===== src/hdl/lmssd_pkg.sv =====
// Shared types and constants for the scrolling LED matrix shift driver.
// No dependencies; compiled first.
package lmssd_pkg;

    // Command codes carried in the cmd field of an input beat
    typedef enum logic [1:0] {
        CMD_WRITE = 2'd0,
        CMD_TICK  = 2'd1,
        CMD_START = 2'd2
    } cmd_t;

    // Configuration register indexes
    typedef enum logic [1:0] {
        REG_MESSAGE_LENGTH  = 2'd0,
        REG_FRAMES_PER_STEP = 2'd1,
        REG_DWELL_TICKS     = 2'd2
    } cfg_reg_t;

    localparam int unsigned CFG_DATA_W = 16;
    localparam int unsigned ROW_COUNT  = 8;

    localparam logic [7:0]  FRAMES_PER_STEP_RST = 8'd10;
    localparam logic [15:0] DWELL_TICKS_RST     = 16'd2500;

    typedef struct packed {
        logic [1:0] cmd;
        logic [7:0] address;
        logic [7:0] data;
    } in_item_t;

    typedef struct packed {
        logic       serial_data;
        logic       shift_clock;
        logic       store_clock;
        logic       busy_res;
        logic [2:0] row_index;
        logic [7:0] scroll_offset;
    } out_item_t;

endpackage


===== src/hdl/lmssd_in_if.sv =====
// Command channel interface: valid/ready handshake with one input beat.
// Depends on lmssd_pkg.
interface lmssd_in_if import lmssd_pkg::*; ();
    logic     valid;
    logic     ready;
    in_item_t item;

    modport source (output valid, output item, input ready);
    modport sink   (input valid, input item, output ready);
endinterface


===== src/hdl/lmssd_out_if.sv =====
// Result channel interface: valid/ready handshake with one result beat.
// Depends on lmssd_pkg.
interface lmssd_out_if import lmssd_pkg::*; ();
    logic      valid;
    logic      ready;
    out_item_t item;

    modport source (output valid, output item, input ready);
    modport sink   (input valid, input item, output ready);
endinterface


===== src/hdl/led_matrix_scroll_shift_driver_top.sv =====
// Scrolling LED matrix driver top level: message store, pin sequencer, result skid.
// Depends on lmssd_pkg, lmssd_in_if and lmssd_out_if.

// The block takes one command beat per clock while its skid entry is free and returns
// one result beat per command, registered into the output register, or into the skid
// entry while earlier results wait unread. The message store is a single-port-write,
// registered-read memory; the byte for the current row (offset + row, wrapping at
// MSG_DEPTH) is prefetched into a read register every cycle, with store writes
// forwarded into it, so a tick that loads a row word need not wait for the read. The
// result side has an output register plus one skid entry, so commands keep flowing
// while one result waits; the command channel only stalls when both hold unread
// results. No clearing pass is run after reset: store entries are valid once written.
module led_matrix_scroll_shift_driver_top
    import lmssd_pkg::*;
#(
    parameter int MSG_DEPTH = 256
) (
    input  logic                  clk,
    input  logic                  rst_n,
    lmssd_in_if.sink              cmd_ch,
    lmssd_out_if.source           res_ch,
    input  logic                  cfg_we,
    input  logic [1:0]            cfg_index,
    input  logic [CFG_DATA_W-1:0] cfg_data
);

    localparam int AW = $clog2(MSG_DEPTH);
    localparam logic [AW-1:0] LAST_IDX = AW'(MSG_DEPTH - 1);
    localparam logic [8:0] DEPTH_LIM = 9'(MSG_DEPTH);

    typedef enum logic [1:0] {
        PH_BITS,
        PH_LATCH_HI,
        PH_LATCH_LO,
        PH_DWELL
    } phase_t;

    // Configuration registers
    logic [7:0]  msg_len_reg;
    logic [7:0]  fps_reg;
    logic [15:0] dwell_ticks_reg;

    // Sequencer state
    phase_t      phase_reg, phase_next;
    logic [3:0]  bit_reg, bit_next;
    logic [1:0]  sub_reg, sub_next;
    logic [15:0] dwell_reg, dwell_next;
    logic [2:0]  row_reg, row_next;
    logic [7:0]  frame_reg, frame_next;
    logic [7:0]  offset_reg, offset_next;
    logic [AW-1:0] base_reg, base_next;
    logic [AW-1:0] ptr_reg, ptr_next;
    logic [15:0] word_reg, word_next;
    logic        running_reg, running_next;
    logic        pin_data_reg, pin_data_next;
    logic        pin_shift_reg, pin_shift_next;
    logic        pin_store_reg, pin_store_next;

    // Message store and prefetch register
    logic [7:0]  mem [MSG_DEPTH];
    logic [7:0]  rd_data_reg;

    // Result buffering
    logic        out_valid_reg;
    logic        skid_valid_reg;
    out_item_t   out_reg;
    out_item_t   skid_reg;
    out_item_t   result;

    logic        accept;
    logic        out_free;
    logic        row_end;
    logic        wr_en;
    logic [AW-1:0] wr_idx;
    logic [15:0] dwell_inc;
    logic [7:0]  frame_inc;
    logic [15:0] load_word;
    logic [15:0] cur_word;

    assign accept   = cmd_ch.valid && cmd_ch.ready;
    assign out_free = !out_valid_reg || res_ch.ready;

    assign cmd_ch.ready = !skid_valid_reg;
    assign res_ch.valid = out_valid_reg;
    assign res_ch.item  = out_reg;

    assign wr_en  = accept && (cmd_ch.item.cmd == CMD_WRITE)
                    && ({1'b0, cmd_ch.item.address} < DEPTH_LIM);
    assign wr_idx = cmd_ch.item.address[AW-1:0];

    assign dwell_inc = dwell_reg + 16'd1;
    assign frame_inc = frame_reg + 8'd1;
    assign load_word = {rd_data_reg, 8'(1) << row_reg};
    assign cur_word  = (bit_reg == 4'd0) ? load_word : word_reg;

    // Advance the pin sequencer for one command
    always_comb
    begin
        phase_next     = phase_reg;
        bit_next       = bit_reg;
        sub_next       = sub_reg;
        dwell_next     = dwell_reg;
        row_next       = row_reg;
        frame_next     = frame_reg;
        offset_next    = offset_reg;
        base_next      = base_reg;
        ptr_next       = ptr_reg;
        word_next      = word_reg;
        running_next   = running_reg;
        pin_data_next  = pin_data_reg;
        pin_shift_next = pin_shift_reg;
        pin_store_next = pin_store_reg;
        row_end        = 1'b0;

        if (accept)
        begin
            case (cmd_ch.item.cmd)
                CMD_TICK:
                begin
                    if (running_reg)
                    begin
                        case (phase_reg)
                            PH_BITS:
                            begin
                                case (sub_reg)
                                    2'd0:
                                    begin
                                        word_next      = cur_word;
                                        pin_data_next  = cur_word[~bit_reg];
                                        pin_shift_next = 1'b0;
                                        sub_next       = 2'd1;
                                    end
                                    2'd1:
                                    begin
                                        pin_shift_next = 1'b1;
                                        sub_next       = 2'd2;
                                    end
                                    default:
                                    begin
                                        pin_shift_next = 1'b0;
                                        sub_next       = 2'd0;
                                        bit_next       = bit_reg + 4'd1;
                                        if (bit_reg == 4'd15)
                                        begin
                                            phase_next = PH_LATCH_HI;
                                        end
                                    end
                                endcase
                            end
                            PH_LATCH_HI:
                            begin
                                pin_store_next = 1'b1;
                                phase_next     = PH_LATCH_LO;
                            end
                            PH_LATCH_LO:
                            begin
                                pin_store_next = 1'b0;
                                if (dwell_ticks_reg == 16'd0)
                                begin
                                    row_end = 1'b1;
                                end
                                else
                                begin
                                    phase_next = PH_DWELL;
                                    dwell_next = 16'd0;
                                end
                            end
                            default:
                            begin
                                dwell_next = dwell_inc;
                                if (dwell_inc >= dwell_ticks_reg)
                                begin
                                    row_end = 1'b1;
                                end
                            end
                        endcase
                    end
                end
                CMD_START:
                begin
                    offset_next  = 8'd0;
                    frame_next   = 8'd0;
                    row_next     = 3'd0;
                    phase_next   = PH_BITS;
                    bit_next     = 4'd0;
                    sub_next     = 2'd0;
                    dwell_next   = 16'd0;
                    base_next    = '0;
                    ptr_next     = '0;
                    running_next = (msg_len_reg > 8'(ROW_COUNT));
                end
                default:
                begin
                    // store writes and the unused code leave the sequencer alone
                end
            endcase
        end

        // Close the row; at the last row step the frame, and the offset once the frame count wraps
        if (row_end)
        begin
            phase_next = PH_BITS;
            bit_next   = 4'd0;
            sub_next   = 2'd0;
            dwell_next = 16'd0;
            row_next   = row_reg + 3'd1;
            if (row_reg == 3'(ROW_COUNT - 1))
            begin
                if (frame_inc == fps_reg)
                begin
                    frame_next  = 8'd0;
                    offset_next = offset_reg + 8'd1;
                    base_next   = (base_reg == LAST_IDX) ? '0 : base_reg + AW'(1);
                end
                else
                begin
                    frame_next = frame_inc;
                end
                ptr_next = base_next;
                if ({1'b0, offset_next} + 9'd8 >= {1'b0, msg_len_reg})
                begin
                    running_next = 1'b0;
                end
            end
            else
            begin
                ptr_next = (ptr_reg == LAST_IDX) ? '0 : ptr_reg + AW'(1);
            end
        end

        result.serial_data   = pin_data_next;
        result.shift_clock   = pin_shift_next;
        result.store_clock   = pin_store_next;
        result.busy_res      = running_next;
        result.row_index     = row_next;
        result.scroll_offset = offset_next;
    end

    // Hold configuration and sequencer state
    always_ff @(posedge clk or negedge rst_n)
    begin
        if (!rst_n)
        begin
            msg_len_reg     <= 8'd0;
            fps_reg         <= FRAMES_PER_STEP_RST;
            dwell_ticks_reg <= DWELL_TICKS_RST;
            phase_reg       <= PH_BITS;
            bit_reg         <= 4'd0;
            sub_reg         <= 2'd0;
            dwell_reg       <= 16'd0;
            row_reg         <= 3'd0;
            frame_reg       <= 8'd0;
            offset_reg      <= 8'd0;
            base_reg        <= '0;
            ptr_reg         <= '0;
            word_reg        <= 16'd0;
            running_reg     <= 1'b0;
            pin_data_reg    <= 1'b0;
            pin_shift_reg   <= 1'b0;
            pin_store_reg   <= 1'b0;
            out_valid_reg   <= 1'b0;
            skid_valid_reg  <= 1'b0;
        end
        else
        begin
            if (cfg_we)
            begin
                case (cfg_index)
                    REG_MESSAGE_LENGTH:  msg_len_reg     <= cfg_data[7:0];
                    REG_FRAMES_PER_STEP: fps_reg         <= cfg_data[7:0];
                    REG_DWELL_TICKS:     dwell_ticks_reg <= cfg_data;
                    default:
                    begin
                        // no register at this index
                    end
                endcase
            end

            phase_reg     <= phase_next;
            bit_reg       <= bit_next;
            sub_reg       <= sub_next;
            dwell_reg     <= dwell_next;
            row_reg       <= row_next;
            frame_reg     <= frame_next;
            offset_reg    <= offset_next;
            base_reg      <= base_next;
            ptr_reg       <= ptr_next;
            word_reg      <= word_next;
            running_reg   <= running_next;
            pin_data_reg  <= pin_data_next;
            pin_shift_reg <= pin_shift_next;
            pin_store_reg <= pin_store_next;

            // Output register drains first; skid catches a beat while it is blocked
            if (out_free)
            begin
                out_valid_reg  <= skid_valid_reg || accept;
                skid_valid_reg <= 1'b0;
            end
            else if (accept)
            begin
                skid_valid_reg <= 1'b1;
            end
        end
    end

    // Result payloads
    always_ff @(posedge clk)
    begin
        if (out_free)
        begin
            out_reg <= skid_valid_reg ? skid_reg : result;
        end
        else if (accept)
        begin
            skid_reg <= result;
        end
    end

    // Write the store; prefetch the byte at the next row pointer with write forwarding
    always_ff @(posedge clk)
    begin
        if (wr_en)
        begin
            mem[wr_idx] <= cmd_ch.item.data;
        end
        if (wr_en && (wr_idx == ptr_next))
        begin
            rd_data_reg <= cmd_ch.item.data;
        end
        else
        begin
            rd_data_reg <= mem[ptr_next];
        end
    end

endmodule


===== src/flat_wrapper.sv =====
// flat-port wrapper written by rule: the top's interface ports become plain ports
module led_matrix_scroll_shift_driver_top_flat import lmssd_pkg::*;
#(
    parameter int MSG_DEPTH = 256
)
  (clk, rst_n, cfg_we, cfg_index, cfg_data, cmd_ch_valid, cmd_ch_item, cmd_ch_ready, res_ch_valid, res_ch_item, res_ch_ready);
  lmssd_in_if cmd_ch_i ();
  lmssd_out_if res_ch_i ();
  input  logic clk;
  input  logic rst_n;
  input  logic cfg_we;
  input  logic [1:0] cfg_index;
  input  logic [CFG_DATA_W-1:0] cfg_data;
  input wire logic [$bits(cmd_ch_i.valid)-1:0] cmd_ch_valid;
  input wire logic [$bits(cmd_ch_i.item)-1:0] cmd_ch_item;
  output wire logic [$bits(cmd_ch_i.ready)-1:0] cmd_ch_ready;
  output wire logic [$bits(res_ch_i.valid)-1:0] res_ch_valid;
  output wire logic [$bits(res_ch_i.item)-1:0] res_ch_item;
  input wire logic [$bits(res_ch_i.ready)-1:0] res_ch_ready;
  assign cmd_ch_i.valid = cmd_ch_valid;
  assign cmd_ch_i.item = cmd_ch_item;
  assign cmd_ch_ready = cmd_ch_i.ready;
  assign res_ch_valid = res_ch_i.valid;
  assign res_ch_item = res_ch_i.item;
  assign res_ch_i.ready = res_ch_ready;
  led_matrix_scroll_shift_driver_top #(.MSG_DEPTH(MSG_DEPTH)) u_core (.clk(clk), .rst_n(rst_n), .cmd_ch(cmd_ch_i), .res_ch(res_ch_i), .cfg_we(cfg_we), .cfg_index(cfg_index), .cfg_data(cfg_data));
endmodule

===== config.mk =====
export PLATFORM = sky130hd
export DESIGN_NAME = led_matrix_scroll_shift_driver_top_flat
export DESIGN_NICKNAME = d
export VERILOG_FILES = /design/src/hdl/lmssd_pkg.sv /design/src/hdl/lmssd_in_if.sv /design/src/hdl/lmssd_out_if.sv /design/src/hdl/led_matrix_scroll_shift_driver_top.sv /design/src/flat_wrapper.sv
export SDC_FILE = /design/constraint.sdc
export NUM_CORES = 2
export LEC_CHECK = 0
export ABC_AREA = 1
export BUFFER_PORTS_ARGS = -buffer_cell sky130_fd_sc_hd__buf_2
export CORE_ASPECT_RATIO = 1.1
export CORE_MARGIN = 5
export CORE_UTILIZATION = 34
export CTS_BUF_LIST = sky130_fd_sc_hd__clkbuf_16
export DETAILED_ROUTE_END_ITERATION = 6
export PLACE_DENSITY = 0.45
export SYNTH_ARGS = -nofsm -noshare
export SYNTH_HDL_FRONTEND = slang
export SYNTH_SLANG_ARGS = --single-unit

===== constraint.sdc =====
create_clock -name clk -period 4.2 [get_ports clk]
set_input_delay 0 -clock clk [delete_from_list [all_inputs] [get_ports clk]]
set_output_delay 0 -clock clk [all_outputs]
set_load 0.03 [all_outputs]

Word level (Yosys, flattened, before mapping)
Memories as Yosys holds them, arrays and structs flattened. A register that Yosys moved wholly into a read port is not among the register bits. Index checks and enable logic that the tools add are counted.

Latch bits: 0. Word-level logic and storage cells: 178. Flip-flop bits (word level): 143. Memories: 1. Bits in writable memories: 2048. Output and inout port bits: 17. Input bits: 41. Memory bits (read-only): 0.

Memory list: u_core.mem (depth 256, bits a word 8, rd ports 1, clocked after memory_dff 1, wr ports 1, line led_matrix_scroll_shift_driver_top.sv:60) `logic [7:0] mem [MSG_DEPTH];`.

Reduce and logical (&&, ||, !) cells: 26. $lt $le $gt $ge: 4. Bitwise operators: 2. $mul: 0. Add/sub/neg operators: 8. Divide/modulo/power cells: 0. Shifts and indexed selects: 1. Equal/unequal tests: 20. Mux-type cells: 85.

Operator list (number): two-way mux 8 bit (23); two-way mux 16 bit (5); one-hot mux 16 bit (2 select lines) (2); adder 8 x 1 -> 8 bit (second input constant) (4); two-way mux 1 bit (28); two-way mux 2 bit (10); two-way mux 4 bit (5); adder 16 x 1 -> 16 bit (second input constant) (1); == test 8 bit (second input constant) (2); greater-or-equal comparator 16 bit (1); logical NOT 16 bit (1); two-way mux 15 bit (1); AND reduction 5 bit (3); one-hot mux 2 bit (2 select lines) (3); adder 8 x 4 -> 9 bit (second input constant) (1); greater-or-equal comparator 9 x 8 -> 1 bit (1); two-way mux 3 bit (3); == test 2 x 1 -> 1 bit (second input constant) (4); == test 8 bit (1); greater-than comparator 8 x 4 -> 1 bit (second input constant) (1); logical NOT 2 bit (4); != test 4 x 3 -> 1 bit (second input constant) (2); one-hot mux 4 bit (2 select lines) (1); AND reduction 2 bit (4); other kinds (25) (35).

Logic depth before layout (Yosys ltp)
Depth in word-level cells: 14. Mapped depth: 26. Mapped depth without buffers: 25.

Worst setup path after synthesis
Ideal clock, no wire load.

Path type: register to register. From: register u_core.dwell_reg[2]. To: register u_core.out_reg (netlist bit u_core.res_ch.item[7]) (data pin). Period minus slack after synthesis: 3.307 ns. Data required time: 3.945 ns. Cell stages (with the launch flop): 22. Arrival time: 3.052 ns. Path slack: 0.893 ns. Setup time: 0.255 ns. Buffers on the path: 0. Cell sequence: dfrtp_1 > nand2_1 > nor2_1 > nand3_1 > nand3b_1 > nor2_1 > nand3_1 > nor2_2 > nand2_1 > nor3b_2 > xor2_1 > ha_1 > nand2_1 > nor2_1 > o211ai_1 > nand4_1 > nand2_2 > nor2_2 > inv_2 > o21a_1 > nand2_1 > nand2_1.

Longest elaborated chain between the ends: 9.

RTL lines: start: declaration (line led_matrix_scroll_shift_driver_top.sv:47) `logic [15:0] dwell_reg, dwell_next;`; start signal: assignment (line led_matrix_scroll_shift_driver_top.sv:282) `dwell_reg <= dwell_next;`; adder 16 x 1 -> 16 bit (line led_matrix_scroll_shift_driver_top.sv:91) `assign dwell_inc = dwell_reg + 16'd1;`; greater-or-equal comparator 16 bit (line led_matrix_scroll_shift_driver_top.sv:171) `if (dwell_inc >= dwell_ticks_reg)`; two-way mux 1 bit (line led_matrix_scroll_shift_driver_top.sv:171); one-hot mux 1 bit (2 select lines) (line led_matrix_scroll_shift_driver_top.sv:122) `case (phase_reg)`; two-way mux 1 bit (line led_matrix_scroll_shift_driver_top.sv:120) `if (running_reg)`; two-way mux 1 bit (line led_matrix_scroll_shift_driver_top.sv:117) `case (cmd_ch.item.cmd)`; two-way mux 1 bit (line led_matrix_scroll_shift_driver_top.sv:115) `if (accept)`; two-way mux 8 bit (line led_matrix_scroll_shift_driver_top.sv:200) `if (row_end)`; named net u_core.offset_next[7] (line led_matrix_scroll_shift_driver_top.sv:50) `logic [7:0] offset_reg, offset_next;`; two-way mux 15 bit (line led_matrix_scroll_shift_driver_top.sv:312) `out_reg <= skid_valid_reg ? skid_reg : result;`; end signal: assignment (line led_matrix_scroll_shift_driver_top.sv:312); end: declaration (line led_matrix_scroll_shift_driver_top.sv:66) `out_item_t out_reg;`.

The timed path passes the listed nets, and every way through them passes these cells. A chain may end at the register's enable or synchronous reset.

Final worst setup path
From: register u_core.skid_valid_reg. To: memory u_core.mem[95][7] (enable).

Longest elaborated chain between the ends: 5.

RTL lines: start: declaration (line led_matrix_scroll_shift_driver_top.sv:65) `logic skid_valid_reg;`; start signal: assignment (line led_matrix_scroll_shift_driver_top.sv:262) `skid_valid_reg <= 1'b0;`; start signal: assignment (line led_matrix_scroll_shift_driver_top.sv:298) `skid_valid_reg <= 1'b0;`; start signal: assignment (line led_matrix_scroll_shift_driver_top.sv:302) `skid_valid_reg <= 1'b1;`; logical NOT 1 bit (line led_matrix_scroll_shift_driver_top.sv:83) `assign cmd_ch.ready = !skid_valid_reg;`; logical AND 1 bit (line led_matrix_scroll_shift_driver_top.sv:80) `assign accept = cmd_ch.valid && cmd_ch.ready;`; logical AND 1 bit (line led_matrix_scroll_shift_driver_top.sv:87) `assign wr_en = accept && (cmd_ch.item.cmd == CMD_WRITE)`; two-way mux 1 bit (line led_matrix_scroll_shift_driver_top.sv:323) `if (wr_en)`; two-way mux 1 bit (not written as such) (line led_matrix_scroll_shift_driver_top.sv:325) `mem[wr_idx] <= cmd_ch.item.data;`; end: declaration (line led_matrix_scroll_shift_driver_top.sv:60).

Every way passes these cells.

==> metrics.yaml <==
timing.slew.headroom_pct: 16.5
syn_nets: 7945
p_leak_nw: 36.5
internal-power_mw: 37.4
synth_warnings: 0
switchingPower_mw: 13.2
path_buf_inv: 3
area_delta_synth_final_pct: 14.3
clock_sinks: 2199
final_cells: 11622
cts_tree: "yes"
dieWidth_um: 503
io_buffers: 57
yosysTopAreaCell: "edfxtp_1"
htreeDepth: 4
grt_use_total_pct: 19.6
drive_gt1_share_pct: 7.96
ys_top_cells_by_area: "edfxtp_1 (69%), nand3_1 (12%), nand2_1 (9.3%)"
synth_edf_count: 2078
drc_errors: 0
pin_count: 58
tightestPinTransition_ns: 1.25
num_vias: 60108
n_fill_cell: 25502
async_flop_share_pct: 5.14
gp_congestion: 0.818
place_area_um2: 95800
drtAntennaViolNets: 0
fmax_mhz: 257
synth_area_um2: 90900
clockBufferDepth: 4
crit_arrival_ns: 4.39
final_cell_area_um2: 104000
final.min_clock_period_ns: 3.88
dieArea_um2: 278000
synth_seq_cells: 2199
pwr-share-clk_pct: 39.8
path_max_fanout: 19
grt-ovfl-total: 0
path_delay_family: "simple AND/OR/NAND/NOR gates"
yosys.area.top_type_share_pct: 68.6
p_seq_share_pct: 48.3
placed_cells: 11121
cp_slowest_cell: "nor2_1"
wire_per_inst_um: 24.1
whs_ns: 0.172
yosysSeqAreaShare_pct: 71.9
hold_class: "in -> reg"
slew_viol_final: 0
drt-vias-per-instance: 5.17
setup_violations: 0
grt_max_degree: 116
fin_worst_skew_ns: 0.0757
synth_most_common_cell: "nand2_1"
path_class: "reg -> reg"
regMostFlops: "u_core.mem"
largest_reg_flops: 2048
final_nets: 8006
start_kind: "flop"
die_h_um: 552
start_util_pct: 34.1
cp_cell_sequence: "inv_2 > nand3_1 > buf_4 > nor3_1 > nand2_2 > buf_12 > nor2_1"
totalPowerFinal_mw: 50.6
synth_ff_type: "edfxtp_1"
num_rows: 199
hpwlAfterDp_um: 164000
cap_viol_max_count: 0
dpl_worst_slack_ns: 0.302
clock_latency_ns: 0.90
core_um2: 267000
clkSlewWorstSetupHoldPaths_ns: 0.06
grt_pass1_wl_um: 408000
ys_types: 54
synth_common_cells: "nand2_1 (2248), nand3_1 (2117), edfxtp_1 (2078)"
p_per_area_nw_per_um2: 487
layout_setup_ws_ns: 0.316
rsz0062_at_grt: "yes"
fin_setup_tns_ns: 0
wirelength_um: 280000
cts_buffers: 240
swShare_pct: 26.0
antenna_found_initial: 14
end_kind: "flop"
critPathMaxStageDelay_ns: 0.75
grt_pass1_vias: 58065
first_iter_violations: 5470
cts_root_buf: "clkbuf_16"
drtPass1Iterations: 6
fin_util_pct: 39.0
crit_required_ns: 4.71
avgSynthCellArea_um2: 11.6
hold_viol_final: 0
p_comb_share_pct: 11.9
syn_inst: 7859
period_share_pct: 92.5
status: "finished clean"
peakVddDrop_uv: 340
==> cells in the final DEF (no fill, tap or decap), types with 12 or more instances in the layout <==
cell type / n
o21ai_0: 91
dfrtp_1: 106
clkbuf_16: 242
bufinv_16: 18
xnor2_1: 13
ha_1: 45
edfxtp_1: 2078
xor2_1: 22
nor2_1: 317
nand2_2: 16
nor3_1: 12
buf_4: 131
nand2_1: 2232
dlygate4sd3_1: 70
buf_12: 73
nand3_1: 2117
buf_2: 48
clkinv_1: 56
clkinv_2: 35
inv_1: 180
a21oi_1: 40
==> repair_timing <==
item / CTS / global route
hold buffers: 72 / 0
setup endpoints to repair: 0 / 16
setup buffers: 0 / 3
hold endpoints to repair: 1656 / 0
resized for setup: 0 / 6
==> power by group through the flow <==
stage                     logic [mW]  clock network, mW  registers (mW)
final                           6.00               20.2            24.4
after global routing            6.69               21.5            24.5
after CTS                       6.07               20.6            24.4
after detailed placement        5.98                  0            24.9
after global placement          5.95                  0            24.9
after floorplan                 3.66                  0            24.9
==> layer usage <==
metal | track usage [%] | wire, µm | up-vias
met5 | 0 | 0 | -
met4 | 5.59 | 7740 | 0
met3 | 2.28 | 14700 | 401
met2 | 32.0 | 133000 | 1670
met1 | 27.7 | 124000 | 30047
li1 | - | - | 27990
==> path summary, 6_finish.rpt <==
check                      cells past startpoint  slack [ns]                        end             startpoint
setup / recovery                               7        0.32          u_core.mem[95][7]  u_core.skid_valid_reg
hold / removal                                 4        0.17         u_core.mem[145][5]        cmd_ch_item[10]
setup reg to reg                               7        0.32          u_core.mem[95][7]  u_core.skid_valid_reg
hold reg to reg                                2        0.49         u_core.word_reg[7]     u_core.word_reg[7]
max in group asynchronous                      4        3.37  u_core.dwell_ticks_reg[6]                  rst_n
min in group asynchronous                      4        0.25      u_core.skid_valid_reg                  rst_n
==> logic make-up after synthesis <==
group           Yosys count  synth area share, %
xor+xnor                 37                0.373
simple gates           4729                 22.6
buf+inv                 650                 3.20
compound gates          198                 1.29
fa+ha+maj                45                0.619
flops                  2199                 71.9
mux                       1               0.0110
==> area by class of cell <==
class | instances | area (µm²) | area share, %
Tap cell | 3517 | 4400 | 4.23
Clock buffer | 242 | 6060 | 5.82
Sequential cell | 2199 | 65400 | 62.9
Inverter | 137 | 553 | 0.532
Antenna cell | 2 | 5.00 | 0.00481
Multi-Input combinational cell | 5010 | 22700 | 21.8
Clock inverter | 183 | 1310 | 1.26
Timing Repair Buffer | 332 | 3540 | 3.41
==> worst register-to-register path, stage by stage (launching register included) <==
cell and delay (ns):
dfrtp_1 0.39, inv_2 0.30, nand3_1 0.16, buf_4 0.24
nor3_1 0.56, nand2_2 0.67, buf_12 0.39, nor2_1 0.78
Note: power is estimated with default switching activity, not from simulation.
